[src/hw/rtl/lslf_pkg.sv]
package lslf_pkg;

	localparam int MAX_POINTS = 65536;
	localparam int X_BITS = 12;
	localparam int Y_BITS = 12;
	localparam int FRAC_BITS = 16;

	localparam int CNT_W = 17;
	localparam int SX_W = 28;
	localparam int SXX_W = 40;
	localparam int SXY_W = 41;
	localparam int SY_W = 29;
	localparam int OUT_W = 48;
	localparam int NUM_W = 60;
	localparam int PRD_W = 76;
	localparam int DIV_W = 80;
	localparam int DVS_W = 40;
	localparam int DCNT_W = 7;
	localparam int HALF_W = OUT_W / 2;

	typedef struct packed {
		logic [CNT_W-1:0] n;
		logic [SX_W-1:0] sx;
		logic [SXX_W-1:0] sxx;
		logic signed [SXY_W-1:0] sxy;
		logic signed [SY_W-1:0] sy;
	} job_t;

	typedef struct packed {
		logic start;
		logic [DIV_W-1:0] dividend;
		logic [DVS_W-1:0] divisor;
	} div_req_t;

	typedef struct packed {
		logic busy;
		logic done;
		logic [DIV_W-1:0] quotient;
	} div_rsp_t;

	typedef enum logic [3:0] {
		B_IDLE,
		B_MXX,
		B_DXX,
		B_MXY,
		B_DXY,
		B_DSL,
		B_MLO,
		B_MHI,
		B_DIC,
		B_OUT
	} back_state_t;

	function automatic logic [OUT_W-1:0] sat_out(input logic [DIV_W-1:0] q, input logic neg);
		logic [DIV_W-1:0] lim;
		logic [OUT_W-1:0] r;
		lim = DIV_W'(1) << (OUT_W - 1);
		if (neg) begin
			if (q >= lim) r = {1'b1, {(OUT_W-1){1'b0}}};
			else r = OUT_W'(~q[OUT_W-1:0] + OUT_W'(1));
		end else begin
			if (q >= lim) r = {1'b0, {(OUT_W-1){1'b1}}};
			else r = q[OUT_W-1:0];
		end
		return r;
	endfunction

endpackage

[src/hw/rtl/lslf_jobq.sv]
module lslf_jobq (
	input  logic clk,
	input  logic arst_n,
	input  logic push,
	input  lslf_pkg::job_t wr_job,
	input  logic pop,
	output lslf_pkg::job_t rd_job,
	output logic full,
	output logic avail
);

	lslf_pkg::job_t slot_q [2];
	logic wr_q;
	logic rd_q;
	logic [1:0] cnt_q;

	assign full = cnt_q == 2'd2;
	assign avail = cnt_q != 2'd0;
	assign rd_job = slot_q[rd_q];

	always_ff @(posedge clk) begin
		if (push) slot_q[wr_q] <= wr_job;
	end

	always_ff @(posedge clk or negedge arst_n) begin
		if (!arst_n) begin
			wr_q <= 1'b0;
			rd_q <= 1'b0;
			cnt_q <= '0;
		end else begin
			if (push) wr_q <= ~wr_q;
			if (pop) rd_q <= ~rd_q;
			cnt_q <= cnt_q + 2'(push) - 2'(pop);
		end
	end

endmodule

[config.mk]
export PLATFORM = sky130hd
export DESIGN_NAME = lslf_jobq
export DESIGN_NICKNAME = d
export VERILOG_FILES = /design/src/hw/rtl/lslf_pkg.sv /design/src/hw/rtl/lslf_jobq.sv
export SDC_FILE = /design/constraint.sdc
export NUM_CORES = 1
export LEC_CHECK = 0
export BUFFER_PORTS_ARGS = -buffer_cell sky130_fd_sc_hd__buf_2
export CAP_MARGIN = 20
export CORE_MARGIN = 1
export CORE_UTILIZATION = 45
export CTS_CLUSTER_DIAMETER = 150
export CTS_CLUSTER_SIZE = 28
export DETAILED_ROUTE_END_ITERATION = 12
export PLACE_DENSITY = 0.7
export SLEW_MARGIN = 20
export SYNTH_ARGS = -nofsm -noshare
export SYNTH_HDL_FRONTEND = slang
export SYNTH_SLANG_ARGS = --single-unit
[constraint.sdc]
create_clock -name clk -period 17.12 [get_ports clk]
set_input_delay 0 -clock clk [delete_from_list [all_inputs] [get_ports clk]]
set_output_delay 0 -clock clk [all_outputs]
set_load 0.05 [all_outputs]
==> results.yml, run 1 <==
worst_setup_path:
  cp.arrival_ps: 3040
  crit_fanout: 62
  crit_type: "reg -> reg"
  start_kind: "register"
  r2r_cells: 3
  critPathCaptureType: "register"
  required_ps: 17240
timing:
  whs_ps: 220.4
  hold_viol_final: 0
  finalCritPeriodShare: 0.1706
  fin_tns_setup_ps: 0
  maxSlewHeadroom: 0.3731
  setup_viol: 0
  post-route-min-period_ps: 2921
  fmax_mhz: 342.4
  drv_slew: 0
  rsz0062_at_grt: "no"
  finClkSkew_ps: 14.16
  max_slew.worst_pin.slew_ps: 940.3
place:
  hpwl_um: 13910
  gp_congestion: 0.7083
  dpl.cell_count: 1126
  placed_area_um2: 13300
  portBuffers: 315
clocking:
  post_cts_resize_count: 0
  postCtsHoldBufs: 159
  tritoncts: "done"
  cts_buffers: 15
  root_buffer: "clkbuf_16"
  max-clock-path-buffers: 3
  postCtsSetupRepairBufs: 0
  clk_latency_ps: 490
  path_clk_slew_ps: 110
  htreeDepth: 1
  clock_sinks: 314
min_path:
  hold_path_depth: 2
  min_path_type: "in -> reg"
die:
  coreArea_um2: 24600
  die_h_um: 161.4
  ios: 316
  die-area_um2: 26060
  start_util: 0.4649
  fp.dieW_um: 161.4
  rows: 57
pwr:
  intPower_mw: 1.505
  switching_share: 0.4219
  powerDensity_nw_per_um2: 170.0
  pwr-share-comb: 0.439
  ir_drop_mv: 0.1187
  pwr-share-clk: 0.149
  p_leak_nw: 5.770
  total_power_mw: 2.603
  switchingPower_mw: 1.098
  seqPwrFrac: 0.412
logic_synthesis:
  avgSynthCellArea_um2: 23.02
  synth_warnings: 0
  netlist_top_cells_area: "edfxtp_1, mux2_2, buf_6"
  synth_area_um2: 11440
  netlist.area_leader.share: 0.8138
  ys_types: 12
  yosysSeqAreaShare: 0.8226
  synth_cells: 497
  ys_seq_elements: 314
  syn_nets: 658
  post-synth-top-area-cell: "edfxtp_1"
job:
  cap_violations: 0
global_routing:
  grt_antenna_before_repair: 0
  grt_max_degree: 67
  grt-ovfl-total: 0
  grt_pass1_wl_um: 35570
  grt_use_total: 0.1752
  grt_pass1_vias: 6792
routing:
  vias: 6250
  first_pass_iters: 4
  drtIter0Drc: 334
  postRouteAntennaNets: 0
  wl_per_cell_um: 17.82
  detail_route.vias_per_cell: 4.786
  drcViolationCount: 0
  wl_um: 23280
finish:
  n_fill_cell: 1751
  drive_gt1_frac: 0.5061
  fin_area_um2: 15320
  antenna_cells: 0
  nets: 1139
  syn2layout_area_growth_pct: 33.91
  fin_cells: 1306
run_status:
  status: "completed"
cell type report:
type,instances,area [µm²],area share
Clock buffer,20,394.1,0.02573
Clock inverter,1,30.03,0.001960
Inverter,2,7.507,0.0004901
Multi-Input combinational cell,164,1847,0.1206
Sequential cell,314,9413,0.6145
Tap cell,324,405.4,0.02647
Timing Repair Buffer,481,3221,0.2103
synth_stat cells (all sizes together):
cell    number
and2         1
buf         17
dfrtp        4
edfxtp     310
ha           2
inv          2
mux2       155
nor2b        2
or2          1
xor2         2
xor3         1
logic make-up (layout without fill, tap and decap cells):
logic type	Yosys count	after routing	synth area share
flops	314	314	0.8226
simple gates	4	4	0.002188
fa+ha+maj	2	2	0.002187
xor+xnor	3	3	0.003610
mux	155	155	0.1526
buf+inv	19	504	0.01684
flip-flops by register name (all words and copies together) (netlist names):
name / flops
wr_q: 1
slot_q: 310
rd_q: 1
cnt_q: 2
power groups by stage:
stage | Clock [mW] | Sequential (mW) | Combinational (mW)
floorplan | 0 | 1.09 | 0.932
global placement | 0 | 1.08 | 1.12
detailed placement | 0 | 1.09 | 1.12
CTS | 0.402 | 1.07 | 1.15
global route | 0.427 | 1.09 | 1.19
finish | 0.388 | 1.07 | 1.14
worst paths after layout:
check / start / end / slack [ps]
min: wr_job[124] / slot_q[1][124]$_DFFE_PP_ / 220
max in group asynchronous: arst_n / rd_q$_DFFE_PN0P_ / 16510
min in group asynchronous: arst_n / wr_q$_DFFE_PN0P_ / 420
min reg2reg: wr_q$_DFFE_PN0P_ / wr_q$_DFFE_PN0P_ / 550
max: wr_q$_DFFE_PN0P_ / slot_q[1][141]$_DFFE_PP_ / 14200
max reg2reg: wr_q$_DFFE_PN0P_ / slot_q[1][141]$_DFFE_PP_ / 14200
routing by layer:
metal,global-route usage,vias to the layer above,routed length [µm]
li1,-,2921,-
met1,0.1979,3092,8762
met3,0.04263,34,1495
met2,0.3254,203,12360
met4,0.05189,0,654
met5,0,-,0
per-stage QoR:
stage	setup slack, ps	util
final	14200	0.6225
after global routing	14010	0.6225
after CTS	14160	0.6225
after detailed placement	14180	0.5406
after floorplan	9186	-
after global placement	14170	0.5406
critical path, cell delays in order (launching register included):
cell and delay [ps]:
dfrtp_1 430, and2_4 600, buf_4 640, buf_4 750
placed cells by master, fill, tap and decap left out:
| cell | synthesis | final |
|---|---|---|
| buf_2 | 1 | 315 |
| edfxtp_1 | 310 | 310 |
| dlygate4sd3_1 | 0 | 159 |
| mux2_2 | 155 | 155 |
| clkbuf_16 | 0 | 15 |
| buf_4 | 0 | 7 |
| clkbuf_1 | 0 | 5 |
| dfrtp_1 | 4 | 3 |
| inv_1 | 2 | 2 |
| xor2_1 | 2 | 2 |
| ha_1 | 2 | 2 |
| xor3_1 | 1 | 1 |
| and2_4 | 0 | 1 |
| or2_2 | 1 | 1 |
| nor2b_1 | 2 | 1 |
| nor2b_4 | 0 | 1 |
| clkinv_16 | 0 | 1 |
| dfrtp_4 | 0 | 1 |
Power figures use the tool's default switching activity.
==> inputs of run 2 (changes only) <==
--- a/config.mk
+++ b/config.mk
@@ -12,7 +12,7 @@
 export CTS_CLUSTER_DIAMETER = 150
 export CTS_CLUSTER_SIZE = 28
 export DETAILED_ROUTE_END_ITERATION = 12
-export PLACE_DENSITY = 0.7
+export PLACE_DENSITY = 0.73
 export SLEW_MARGIN = 20
 export SYNTH_ARGS = -nofsm -noshare
 export SYNTH_HDL_FRONTEND = slang
==> constraint.sdc (replaced) <==
create_clock -name clk -period 2.64 [get_ports clk]
set_input_delay 0 -clock clk [delete_from_list [all_inputs] [get_ports clk]]
set_output_delay 0 -clock clk [all_outputs]
set_load 0.05 [all_outputs]
==> results.yml, run 2 (same netlist as run 1, synthesis figures left out) <==
pwr:
  total_power_mw: 17.28
  ir_drop_mv: 0.7198
  powerDensity_nw_per_um2: 1111
  p_leak_nw: 5.873
min_path:
  min_path_type: "in -> reg"
timing:
  drv_slew: 0
  hold_viol_final: 0
  post-route-min-period_ps: 2228
  finalCritPeriodShare: 0.8441
  max_slew.worst_pin.slew_ps: 632.6
  maxSlewHeadroom: 0.5783
  whs_ps: 211.5
  setup_viol: 0
  fin_tns_setup_ps: 0
  rsz0062_at_grt: "no"
  fmax_mhz: 448.8
  finClkSkew_ps: 17.75
worst_setup_path:
  start_kind: "register"
  cp.arrival_ps: 2230
  critPathCaptureType: "output pin"
  r2r_end: "slot_q[1][85]$_DFFE_PP_"
  r2r-start: "wr_q$_DFFE_PN0P_"
  worstSetupStartpoint: "rd_q$_DFFE_PN0P_"
  required_ps: 2640
  crit_type: "reg -> out"
  r2r_cells: 2
  rrSetupSlack_ps: 980
  cp-endpoint: "rd_job[148]"
  crit_fanout: 35
routing:
  detail_route.vias_per_cell: 4.882
  wl_per_cell_um: 18.75
  wl_um: 24730
  vias: 6440
  drtIter0Drc: 331
  first_pass_iters: 4
  postRouteAntennaNets: 0
  drcViolationCount: 0
global_routing:
  grt_antenna_before_repair: 3
  grt_pass1_wl_um: 37010
  grt_pass1_vias: 6986
  grt-ovfl-total: 0
  grt_use_total: 0.1845
  grt_max_degree: 57
die:
  die-area_um2: 26060
  rows: 57
  ios: 316
  start_util: 0.4649
  coreArea_um2: 24600
  die_h_um: 161.4
  fp.dieW_um: 161.4
clocking:
  htreeDepth: 1
  path_clk_slew_ps: 100
  max-clock-path-buffers: 3
  tritoncts: "done"
  cts_buffers: 15
  post_cts_resize_count: 0
  clock_sinks: 314
  root_buffer: "clkbuf_16"
  clk_latency_ps: 500
finish:
  regMostFlops: "slot_q"
  syn2layout_area_growth_pct: 35.99
  nets: 1150
  final_common_cell: "buf_2"
  top_regs: "slot_q: 310 flops, cnt_q: 2 flops"
  final_cell_mix: "buf_2, edfxtp_1, dlygate4sd3_1"
  fin_area_um2: 15550
  largest_reg_flops: 310
  n_fill_cell: 1720
  drive_gt1_frac: 0.5116
  utilization: 0.6322
place:
  hpwl_um: 15140
  portBuffers: 315
  placed_area_um2: 13530
  gp_congestion: 0.7523
run_status:
  status: "completed"
job:
  cap_violations: 0
-- run 2: changes by cell type in the layout (fill, tap and decap cells not counted) --
cell	delta
buf_12	+12
diode_2	+2
buf_4	-1
-- run 2: critical path, stage by stage (launching register included) --
cell     delay [ps]
dfrtp_4         830
buf_4           320
mux2_2          360
buf_2           210
-- run 2: worst min-delay path by stage --
stage                                     endpoint   startpoint  cells past startpoint  slack, ps
after floorplan                 cnt_q[0]$_DFF_PN0_       arst_n                      0       -300
after global placement            rd_q$_DFFE_PN0P_       arst_n                      1       -180
after detailed placement          rd_q$_DFFE_PN0P_       arst_n                      1       -180
after CTS                 slot_q[0][108]$_DFFE_PP_  wr_job[108]                      2        190
after global routing       slot_q[1][13]$_DFFE_PP_   wr_job[13]                      2        200
final                      slot_q[1][41]$_DFFE_PP_   wr_job[41]                      2        210
-- run 2: cell type report --
type | count | area (µm²) | share of cell area
clock buffer | 20 | 394.1 | 0.02534
tap | 324 | 405.4 | 0.02606
multi-input combinational | 164 | 1847 | 0.1187
antenna | 2 | 5.005 | 0.0003218
clock inverter | 1 | 30.03 | 0.001931
inverter | 2 | 7.507 | 0.0004826
timing repair buffer | 492 | 3453 | 0.2220
sequential | 314 | 9413 | 0.6051
-- run 2: repair_timing --
item	in CTS	in global routing
endpoints found under the hold margin	319	0
hold buffers	159	0
setup endpoints to repair	0	0
setup buffers	0	0
-- run 2: power breakdown --
part,switching (mW),internal [mW]
Combinational,5.47,2.33
Sequential,0.345,6.59
Clock,1.46,1.08
Total,7.27,10.0
-- run 2: metrics by stage --
step | std cells | setup WS (ps)
finish | 1319 | 411.7
floorplan | 497 | -507.1
global route | 1319 | 300.5
global placement | 1137 | 911.4
CTS | 1317 | 346.2
detailed placement | 1137 | 912.5
-- run 2: metal layers --
layer | vias to the layer above | routed length, µm | part of all wire | GRT usage
li1 | 2946 | - | - | -
met1 | 3223 | 9208 | 0.37 | 0.2020
met2 | 232 | 13300 | 0.54 | 0.3536
met3 | 37 | 1544 | 0.062 | 0.04186
met4 | 2 | 657 | 0.027 | 0.05146
met5 | - | 11 | 0.00044 | 0
