==> config.mk <==
export PLATFORM = sky130hd
export DESIGN_NAME = lslf_front
export DESIGN_NICKNAME = d
export VERILOG_FILES = /design/src/hw/rtl/lslf_pkg.sv /design/src/hw/rtl/lslf_front.sv
export SDC_FILE = /design/constraint.sdc
export NUM_CORES = 1
export LEC_CHECK = 0
export BUFFER_PORTS_ARGS = -buffer_cell sky130_fd_sc_hd__buf_4
export CORE_MARGIN = 1.5
export CORE_UTILIZATION = 60
export CTS_CLUSTER_DIAMETER = 200
export CTS_CLUSTER_SIZE = 10
export DETAILED_ROUTE_END_ITERATION = 8
export PLACE_DENSITY = 0.8
export SYNTH_ARGS = -nofsm -noshare
export SYNTH_HDL_FRONTEND = slang
export SYNTH_SLANG_ARGS = --single-unit
==> constraint.sdc <==
create_clock -name clk -period 9.48 [get_ports clk]
set_input_delay 0.948 -clock clk [delete_from_list [all_inputs] [get_ports clk]]
set_output_delay 0.948 -clock clk [all_outputs]
set_load 0.05 [all_outputs]
==> src/hw/rtl/lslf_pkg.sv <==
package lslf_pkg;

	localparam int MAX_POINTS = 65536;
	localparam int X_BITS = 12;
	localparam int Y_BITS = 12;
	localparam int FRAC_BITS = 16;

	localparam int CNT_W = 17;
	localparam int SX_W = 28;
	localparam int SXX_W = 40;
	localparam int SXY_W = 41;
	localparam int SY_W = 29;
	localparam int OUT_W = 48;
	localparam int NUM_W = 60;
	localparam int PRD_W = 76;
	localparam int DIV_W = 80;
	localparam int DVS_W = 40;
	localparam int DCNT_W = 7;
	localparam int HALF_W = OUT_W / 2;

	typedef struct packed {
		logic [CNT_W-1:0] n;
		logic [SX_W-1:0] sx;
		logic [SXX_W-1:0] sxx;
		logic signed [SXY_W-1:0] sxy;
		logic signed [SY_W-1:0] sy;
	} job_t;

	typedef struct packed {
		logic start;
		logic [DIV_W-1:0] dividend;
		logic [DVS_W-1:0] divisor;
	} div_req_t;

	typedef struct packed {
		logic busy;
		logic done;
		logic [DIV_W-1:0] quotient;
	} div_rsp_t;

	typedef enum logic [3:0] {
		B_IDLE,
		B_MXX,
		B_DXX,
		B_MXY,
		B_DXY,
		B_DSL,
		B_MLO,
		B_MHI,
		B_DIC,
		B_OUT
	} back_state_t;

	function automatic logic [OUT_W-1:0] sat_out(input logic [DIV_W-1:0] q, input logic neg);
		logic [DIV_W-1:0] lim;
		logic [OUT_W-1:0] r;
		lim = DIV_W'(1) << (OUT_W - 1);
		if (neg) begin
			if (q >= lim) r = {1'b1, {(OUT_W-1){1'b0}}};
			else r = OUT_W'(~q[OUT_W-1:0] + OUT_W'(1));
		end else begin
			if (q >= lim) r = {1'b0, {(OUT_W-1){1'b1}}};
			else r = q[OUT_W-1:0];
		end
		return r;
	endfunction

endpackage

==> src/hw/rtl/lslf_front.sv <==
module lslf_front (
	input  logic clk,
	input  logic arst_n,
	input  logic acc,
	input  logic [lslf_pkg::X_BITS-1:0] x_value,
	input  logic signed [lslf_pkg::Y_BITS-1:0] y_value,
	input  logic last_point,
	output logic job_push,
	output lslf_pkg::job_t job
);

	logic [lslf_pkg::CNT_W-1:0] cnt_q;
	logic [lslf_pkg::SX_W-1:0] sx_q;
	logic [lslf_pkg::SXX_W-1:0] sxx_q;
	logic signed [lslf_pkg::SXY_W-1:0] sxy_q;
	logic signed [lslf_pkg::SY_W-1:0] sy_q;
	logic add;
	logic [2*lslf_pkg::X_BITS-1:0] xx;
	logic signed [lslf_pkg::X_BITS+lslf_pkg::Y_BITS:0] xy;

	assign add = cnt_q < lslf_pkg::CNT_W'(lslf_pkg::MAX_POINTS);
	assign xx = x_value * x_value;
	assign xy = $signed({1'b0, x_value}) * y_value;

	always_comb begin
		job.n = cnt_q;
		job.sx = sx_q;
		job.sxx = sxx_q;
		job.sxy = sxy_q;
		job.sy = sy_q;
		if (add) begin
			job.n = cnt_q + lslf_pkg::CNT_W'(1);
			job.sx = sx_q + lslf_pkg::SX_W'(x_value);
			job.sxx = sxx_q + lslf_pkg::SXX_W'(xx);
			job.sxy = sxy_q + lslf_pkg::SXY_W'(xy);
			job.sy = sy_q + lslf_pkg::SY_W'(y_value);
		end
	end

	assign job_push = acc && last_point;

	always_ff @(posedge clk or negedge arst_n) begin
		if (!arst_n) begin
			cnt_q <= '0;
			sx_q <= '0;
			sxx_q <= '0;
			sxy_q <= '0;
			sy_q <= '0;
		end else if (acc) begin
			if (last_point) begin
				cnt_q <= '0;
				sx_q <= '0;
				sxx_q <= '0;
				sxy_q <= '0;
				sy_q <= '0;
			end else begin
				cnt_q <= job.n;
				sx_q <= job.sx;
				sxx_q <= job.sxx;
				sxy_q <= job.sxy;
				sy_q <= job.sy;
			end
		end
	end

endmodule

==> key figures, run 1 <==
Final layout
  • P&R area growth vs syn: 9.821%
  • N_diodes: 0
  • Register Area: 3882 um^2
  • Filler cell count: 2,921
  • Most frequent cells in the layout: inv_1, nand2_1, ha_1
  • Most common cell after layout, fill and taps aside: inv_1
  • Net count, final: 3,122
  • Multi-input gate area: 16,220 um^2
  • Layout cells sized above 1: 0.1044

Yosys
  • Area leader, netlist: fa_1
  • Syn nets: 3,036
  • Compound-Gate Fraction of Synth Area: 0.1661
  • Library cells used by synthesis: 80
  • Asr flop ratio synth: 1.000
  • XOR/XNOR Fraction of Synth Area: 0.05609
  • Synth Instances: 2,525
  • Register area share after synthesis: 0.1774
  • Top post-synthesis cells by area: fa_1, dfrtp_1, ha_1, inv_1, nand2_1
  • Post-Synth Adder-Cell Area: 0.3540
  • Main combinational cell family by area after synthesis: adder cells
  • Mux cell area share after synthesis: 0.01568
  • Synth Area in Simple Gates: 0.1491
  • Number of synthesized register bits: 155
  • Top cell type's share of synthesized area: 0.2069
  • Yosys warning total: 0
  • Mapped Area: 21,860 um^2
  • Post-synth EDFFs: 0
  • Synth Flop Type: dfrtp_1
  • Synth Area per Inst: 8.658 um^2

Critical path
  • Req. time, crit path: 8.53 ns
  • Worst Path Arrival: 7.49 ns
  • Critical R2R Launch: sxy_q[7]
  • Worst path bufs/invs: 4
  • CP startpoint kind: primary input
  • Crit path depth: 21
  • CP cell instances: buf_4 -> and2_1 -> fa_1 -> inv_1 -> fa_1 -> inv_1 -> fa_1 -> fa_1 -> fa_1 -> fa_1 -> ha_1 -> a211oi_1 -> nor2_1 -> o31ai_1 -> a31oi_1 -> a221oi_2 -> o21a_1 -> or2_4 -> mux2_4 -> a211oi_2 -> buf_4
  • Worst r2r dst: sxy_q[38]
  • Crit path to: job[67]
  • CP max stage cell: fa_1
  • CP peak stage delay: 0.57 ns
  • Setup crit start: x_value[3]
  • CP delay by family, top: adder cells
  • R2R Setup Slk: 3.86 ns
  • Critical path fanouts, max: 24
  • Most used cell, CP: fa_1
  • Cell count of the worst reg-to-reg path: 19
  • Crit Path Category: in2out
  • Crit. End Element: output port

Detailed routing
  • WL final: 57,910 um
  • Via density: 6.015
  • Via count: 18,557
  • Antenna Nets Post-Route: 0
  • Starting DRC count in detailed routing: 1,208
  • DR DRC count: 11
  • Routed WL per cell: 18.77 um
  • Drt pass-1 iters: 8

Global route
  • Largest net degree at the start of global routing: 111
  • First-pass GRT wire length: 95,940 um
  • Initial antenna violation count: 1
  • Vias in the first global route: 19,111
  • GRT Total Usage: 0.3173
  • Grt total ovfl: 0

Job
  • Max-Cap Viols: 0

Timing
  • Least-Margin Pin Slew: 1.152 ns
  • RSZ-0062 raised after global routing: false
  • Tmin final: 8.436 ns
  • Final Cycle Share: 0.8899
  • Hold Vio Cnt, Final: 0
  • Setup violators final: 0
  • Final total negative setup slack: 0 ns
  • Worst Skew: 0.01200 ns
  • Max-slew violation count: 0
  • Peak Freq: 118.5 MHz
  • Slew headroom: 0.2291

Clocking
  • Clock slew at reported path FFs: 0.07 ns
  • Setup bufs post-CTS: 0
  • CTS Buffer Depth: 2
  • Resized cells post-CTS: 0
  • Post-CTS Hold Buffers: 0
  • # H-tree levels: 4
  • Root buffer cell: clkbuf_16
  • Clock sinks: 155
  • Clock Latency Late Sink: 0.47 ns
  • CTS tree: built
  • CTS Buf Count: 17

Die
  • Core area: 35,740 um^2
  • DIE HEIGHT: 193.9 um
  • Initial Util: 0.6117
  • Num rows: 69
  • Die Width: 193.9 um
  • Die area: 37,590 um^2
  • I/O pin cnt: 184

Outcome
  • Status: complete, but fails checks
  • Violations in the final reports: DRC

Placed design
  • GP Congestion: 0.9553
  • Port Buffers: 183
  • DP HPWL: 42,670 um

Worst hold path
  • Hold Crit Class: in2async
-- Yosys cell counts (7+ instances only) --
| library cell | instances |
|---|---|
| a211oi_1 | 11 |
| a21o_1 | 44 |
| a21oi_1 | 89 |
| a22o_1 | 56 |
| a31oi_1 | 22 |
| and2_1 | 114 |
| and3_1 | 24 |
| and4_1 | 9 |
| buf_1 | 7 |
| clkbuf_1 | 114 |
| dfrtp_1 | 155 |
| fa_1 | 226 |
| ha_1 | 257 |
| inv_1 | 342 |
| mux2_2 | 22 |
| mux2i_1 | 8 |
| nand2_1 | 314 |
| nand2b_1 | 11 |
| nand3_1 | 35 |
| nand4_1 | 18 |
| nor2_1 | 89 |
| nor2b_1 | 15 |
| nor3_1 | 22 |
| o21a_1 | 12 |
| o21ai_0 | 208 |
| o21bai_1 | 16 |
| o22ai_1 | 7 |
| o31ai_1 | 27 |
| or3_1 | 9 |
| xnor2_1 | 88 |
| xor2_1 | 52 |
-- area by class of cell --
cell class / count / area share
inverter: 343 / 0.05368
clock buffer: 19 / 0.01845
multi-input combinational: 1899 / 0.6756
tap: 461 / 0.02402
timing repair buffer: 195 / 0.06113
sequential: 155 / 0.1617
clock inverter: 13 / 0.005420
-- kinds of logic (layout without fill, tap and decap cells) --
| group | after synthesis | after routing |
|---|---|---|
| AND/OR/NAND/NOR | 683 | 683 |
| AO/OA/AOI/OAI | 562 | 562 |
| adder cells (fa/ha/maj) | 483 | 483 |
| buffers and inverters | 471 | 570 |
| flip-flops | 155 | 155 |
| XOR/XNOR | 140 | 140 |
| multiplexers | 31 | 31 |
-- how the worst min path moves through the flow --
stage             start       end  slack [ns]  cells after the start
6_report         arst_n  sxy_q[6]        0.39                      1
5_1_grt          arst_n  sxy_q[6]        0.43                      1
4_1_cts          arst_n  sxy_q[6]        0.40                      1
3_5_place_dp   sxy_q[9]  sxy_q[9]        0.50                      1
3_3_place_gp   sy_q[28]  sy_q[28]        0.48                      2
2_1_floorplan  sy_q[28]  sy_q[28]        0.47                      2
-- through the flow --
| stage | hold slack (ns) | worst slack (ns) | util | std cells | cell area, um^2 |
|---|---|---|---|---|---|
| 3_3_place_gp | 0.4812 | 1.236 | 0.6557 | 3053 | 23440 |
| 5_1_grt | 0.4315 | 0.8006 | 0.6717 | 3085 | 24010 |
| 4_1_cts | 0.4042 | 1.099 | 0.6717 | 3085 | 24010 |
| 6_report | 0.3907 | 1.044 | 0.6717 | 3085 | 24010 |
| 2_1_floorplan | 0.4687 | 1.116 | - | 2525 | 21860 |
| 3_5_place_dp | 0.4961 | 1.163 | 0.6557 | 3053 | 23440 |
-- sequential cells by signal, summed over array words and instances, names as in the netlist --
register,count
sy_q,29
sxx_q,40
sxy_q,41
sx_q,28
cnt_q,17
-- metal layers --
metal  up-vias  routed length (um)  global-route usage
met5         -                  10                   0
met4         2                1994              0.1224
met3       142                3693             0.05462
met2       653               27790              0.5296
met1      9171               24420              0.4138
li1       8589                   -                   -
Power of run 1 is left out: the tool's default activity adds up to more than one toggle a clock period on the data nets, which glitch-free logic cannot reach.
==> run 2: changes to the inputs <==
CELL_PAD_IN_SITES_DETAIL_PLACEMENT = 2   (was default)
CELL_PAD_IN_SITES_GLOBAL_PLACEMENT = 2   (was default)
CORE_UTILIZATION = 39   (was 60)
PLACE_DENSITY = default   (was 0.8)
PLACE_DENSITY_LB_ADDON = 0.1   (was default)
==> run 2 against run 1 <==
The flow now finishes without violations. Final cell count rose by 9.4%. Worst setup slack got worse by 0.041 ns. First-iteration DRC count fell by 51%. Clock-buffer cell count fell by 2. Worst hold slack improved by 0.076 ns. Global-route usage fell by 5.3 points.
==> key figures, run 2 (synthesized netlist as in run 1, its figures left out) <==
Outcome
  • Status: completed

Clocking
  • CTS tree: built
  • Resized cells post-CTS: 0
  • Clock slew at reported path FFs: 0.08 ns
  • # H-tree levels: 4
  • Clock sinks: 155
  • Clock Latency Late Sink: 0.49 ns
  • Setup bufs post-CTS: 0
  • Post-CTS Hold Buffers: 0
  • CTS Buf Count: 17
  • CTS Buffer Depth: 2
  • Root buffer cell: clkbuf_16

Die
  • DIE HEIGHT: 239.8 um
  • Die Width: 239.8 um
  • Num rows: 86
  • Core area: 55,200 um^2
  • Initial Util: 0.3961
  • Die area: 57,490 um^2
  • I/O pin cnt: 184

Timing
  • Peak Freq: 118.0 MHz
  • Final total negative setup slack: 0 ns
  • Slew headroom: 0.2493
  • Final Cycle Share: 0.8942
  • Setup violators final: 0
  • Worst Skew: 0.02047 ns
  • Hold Vio Cnt, Final: 0
  • Final hold slack: 0.4663 ns
  • RSZ-0062 raised after global routing: false
  • Least-Margin Pin Slew: 1.126 ns
  • Tmin final: 8.477 ns
  • Max-slew violation count: 0

Critical path
  • Crit. End Element: output port
  • Critical path fanouts, max: 25
  • Cell count of the worst reg-to-reg path: 16
  • Critical R2R Launch: sxx_q[9]
  • Req. time, crit path: 8.53 ns
  • Worst r2r dst: sxx_q[31]
  • Crit Path Category: in2out
  • CP startpoint kind: primary input
  • R2R Setup Slk: 3.75 ns
  • Worst Path Arrival: 7.53 ns

Placed design
  • Port Buffers: 183
  • DP HPWL: 56,410 um
  • GP Congestion: 0.8577

Detailed routing
  • Via count: 18,552
  • Via density: 5.499
  • Antenna Nets Post-Route: 0
  • Drt pass-1 iters: 5
  • DR DRC count: 0
  • Starting DRC count in detailed routing: 595
  • Routed WL per cell: 21.92 um
  • WL final: 73,960 um

Job
  • Max-Cap Viols: 0

Final layout
  • Layout cells sized above 1: 0.1059
  • Regs by FF count: sxy_q: 41 flops, sxx_q: 40 flops, sy_q: 29 flops
  • Fin util: 0.4427
  • Most frequent cells in the layout: inv_1, nand2_1, ha_1
  • N_diodes: 0
  • Max reg flops: 41
  • Most common cell after layout, fill and taps aside: inv_1
  • P&R area growth vs syn: 11.77%
  • Net count, final: 3,124
  • Biggest register: sxy_q
  • Filler cell count: 6,094

Global route
  • Initial antenna violation count: 1
  • Vias in the first global route: 20,987
  • GRT Total Usage: 0.2644
  • Largest net degree at the start of global routing: 94
  • First-pass GRT wire length: 117,000 um
  • Grt total ovfl: 0

Worst hold path
  • Hold Crit Class: in2async
[run 2: cell count changes in the layout (fill, tap and decap cells not counted)]
cell / change
clkbuf_1: -1
inv_8: +2
clkinv_8: +5
nand2_1: -1
clkbuf_8: -1
clkinv_2: -1
buf_4: +2
clkinvlp_4: -2
nand2_2: +1
inv_6: -2
[run 2: worst max-delay path: stages]
cell and delay [ns]:
buf_4 0.22, and2_1 0.20, fa_1 0.55, inv_1 0.06, fa_1 0.50, inv_1 0.04
ha_1 0.28, ha_1 0.28, inv_1 0.06, fa_1 0.54, inv_1 0.05, ha_1 0.30
ha_1 0.25, fa_1 0.43, a211oi_1 0.43, o21ai_0 0.23, a31oi_1 0.29, a31oi_1 0.24
a221oi_2 0.44, o21a_1 0.25, or2_4 0.17, mux2_4 0.31, a211oi_2 0.22, buf_4 0.23
[run 2: routing by layer]
metal | track usage | part of all wire
met1 | 0.3223 | 0.43
met2 | 0.4791 | 0.52
met3 | 0.04103 | 0.027
met4 | 0.07326 | 0.022
met5 | 0 | 0.00018
[run 2: worst max path at each step]
stage	slack, ns	start	end	depth (start not counted)
5_1_grt	0.67	x_value[2]	job[67]	24
3_3_place_gp	1.10	x_value[0]	job[67]	20
4_1_cts	0.99	x_value[2]	job[67]	24
2_1_floorplan	1.12	x_value[8]	job[63]	20
3_5_place_dp	1.02	y_value[11]	job[67]	22
6_report	1.00	x_value[2]	job[67]	24
[run 2: per-stage QoR]
| stage | std cells | setup WS (ns) | area, um^2 |
|---|---|---|---|
| floorplan | 2525 | 1.116 | 21860 |
| global placement | 3342 | 1.104 | 23810 |
| detailed placement | 3342 | 1.015 | 23810 |
| CTS | 3374 | 0.9913 | 24430 |
| global route | 3374 | 0.6682 | 24430 |
| finish | 3374 | 1.003 | 24430 |
[run 2: cell type report]
class	instances	area, um^2	area share
sequential	155	3882	0.1589
multi-input combinational	1899	16220	0.6639
clock buffer	17	425.4	0.01741
timing repair buffer	197	1483	0.06068
clock inverter	15	196.4	0.008039
inverter	343	1289	0.05274
tap	748	935.9	0.03830
Power of run 2 is left out for the same reason.
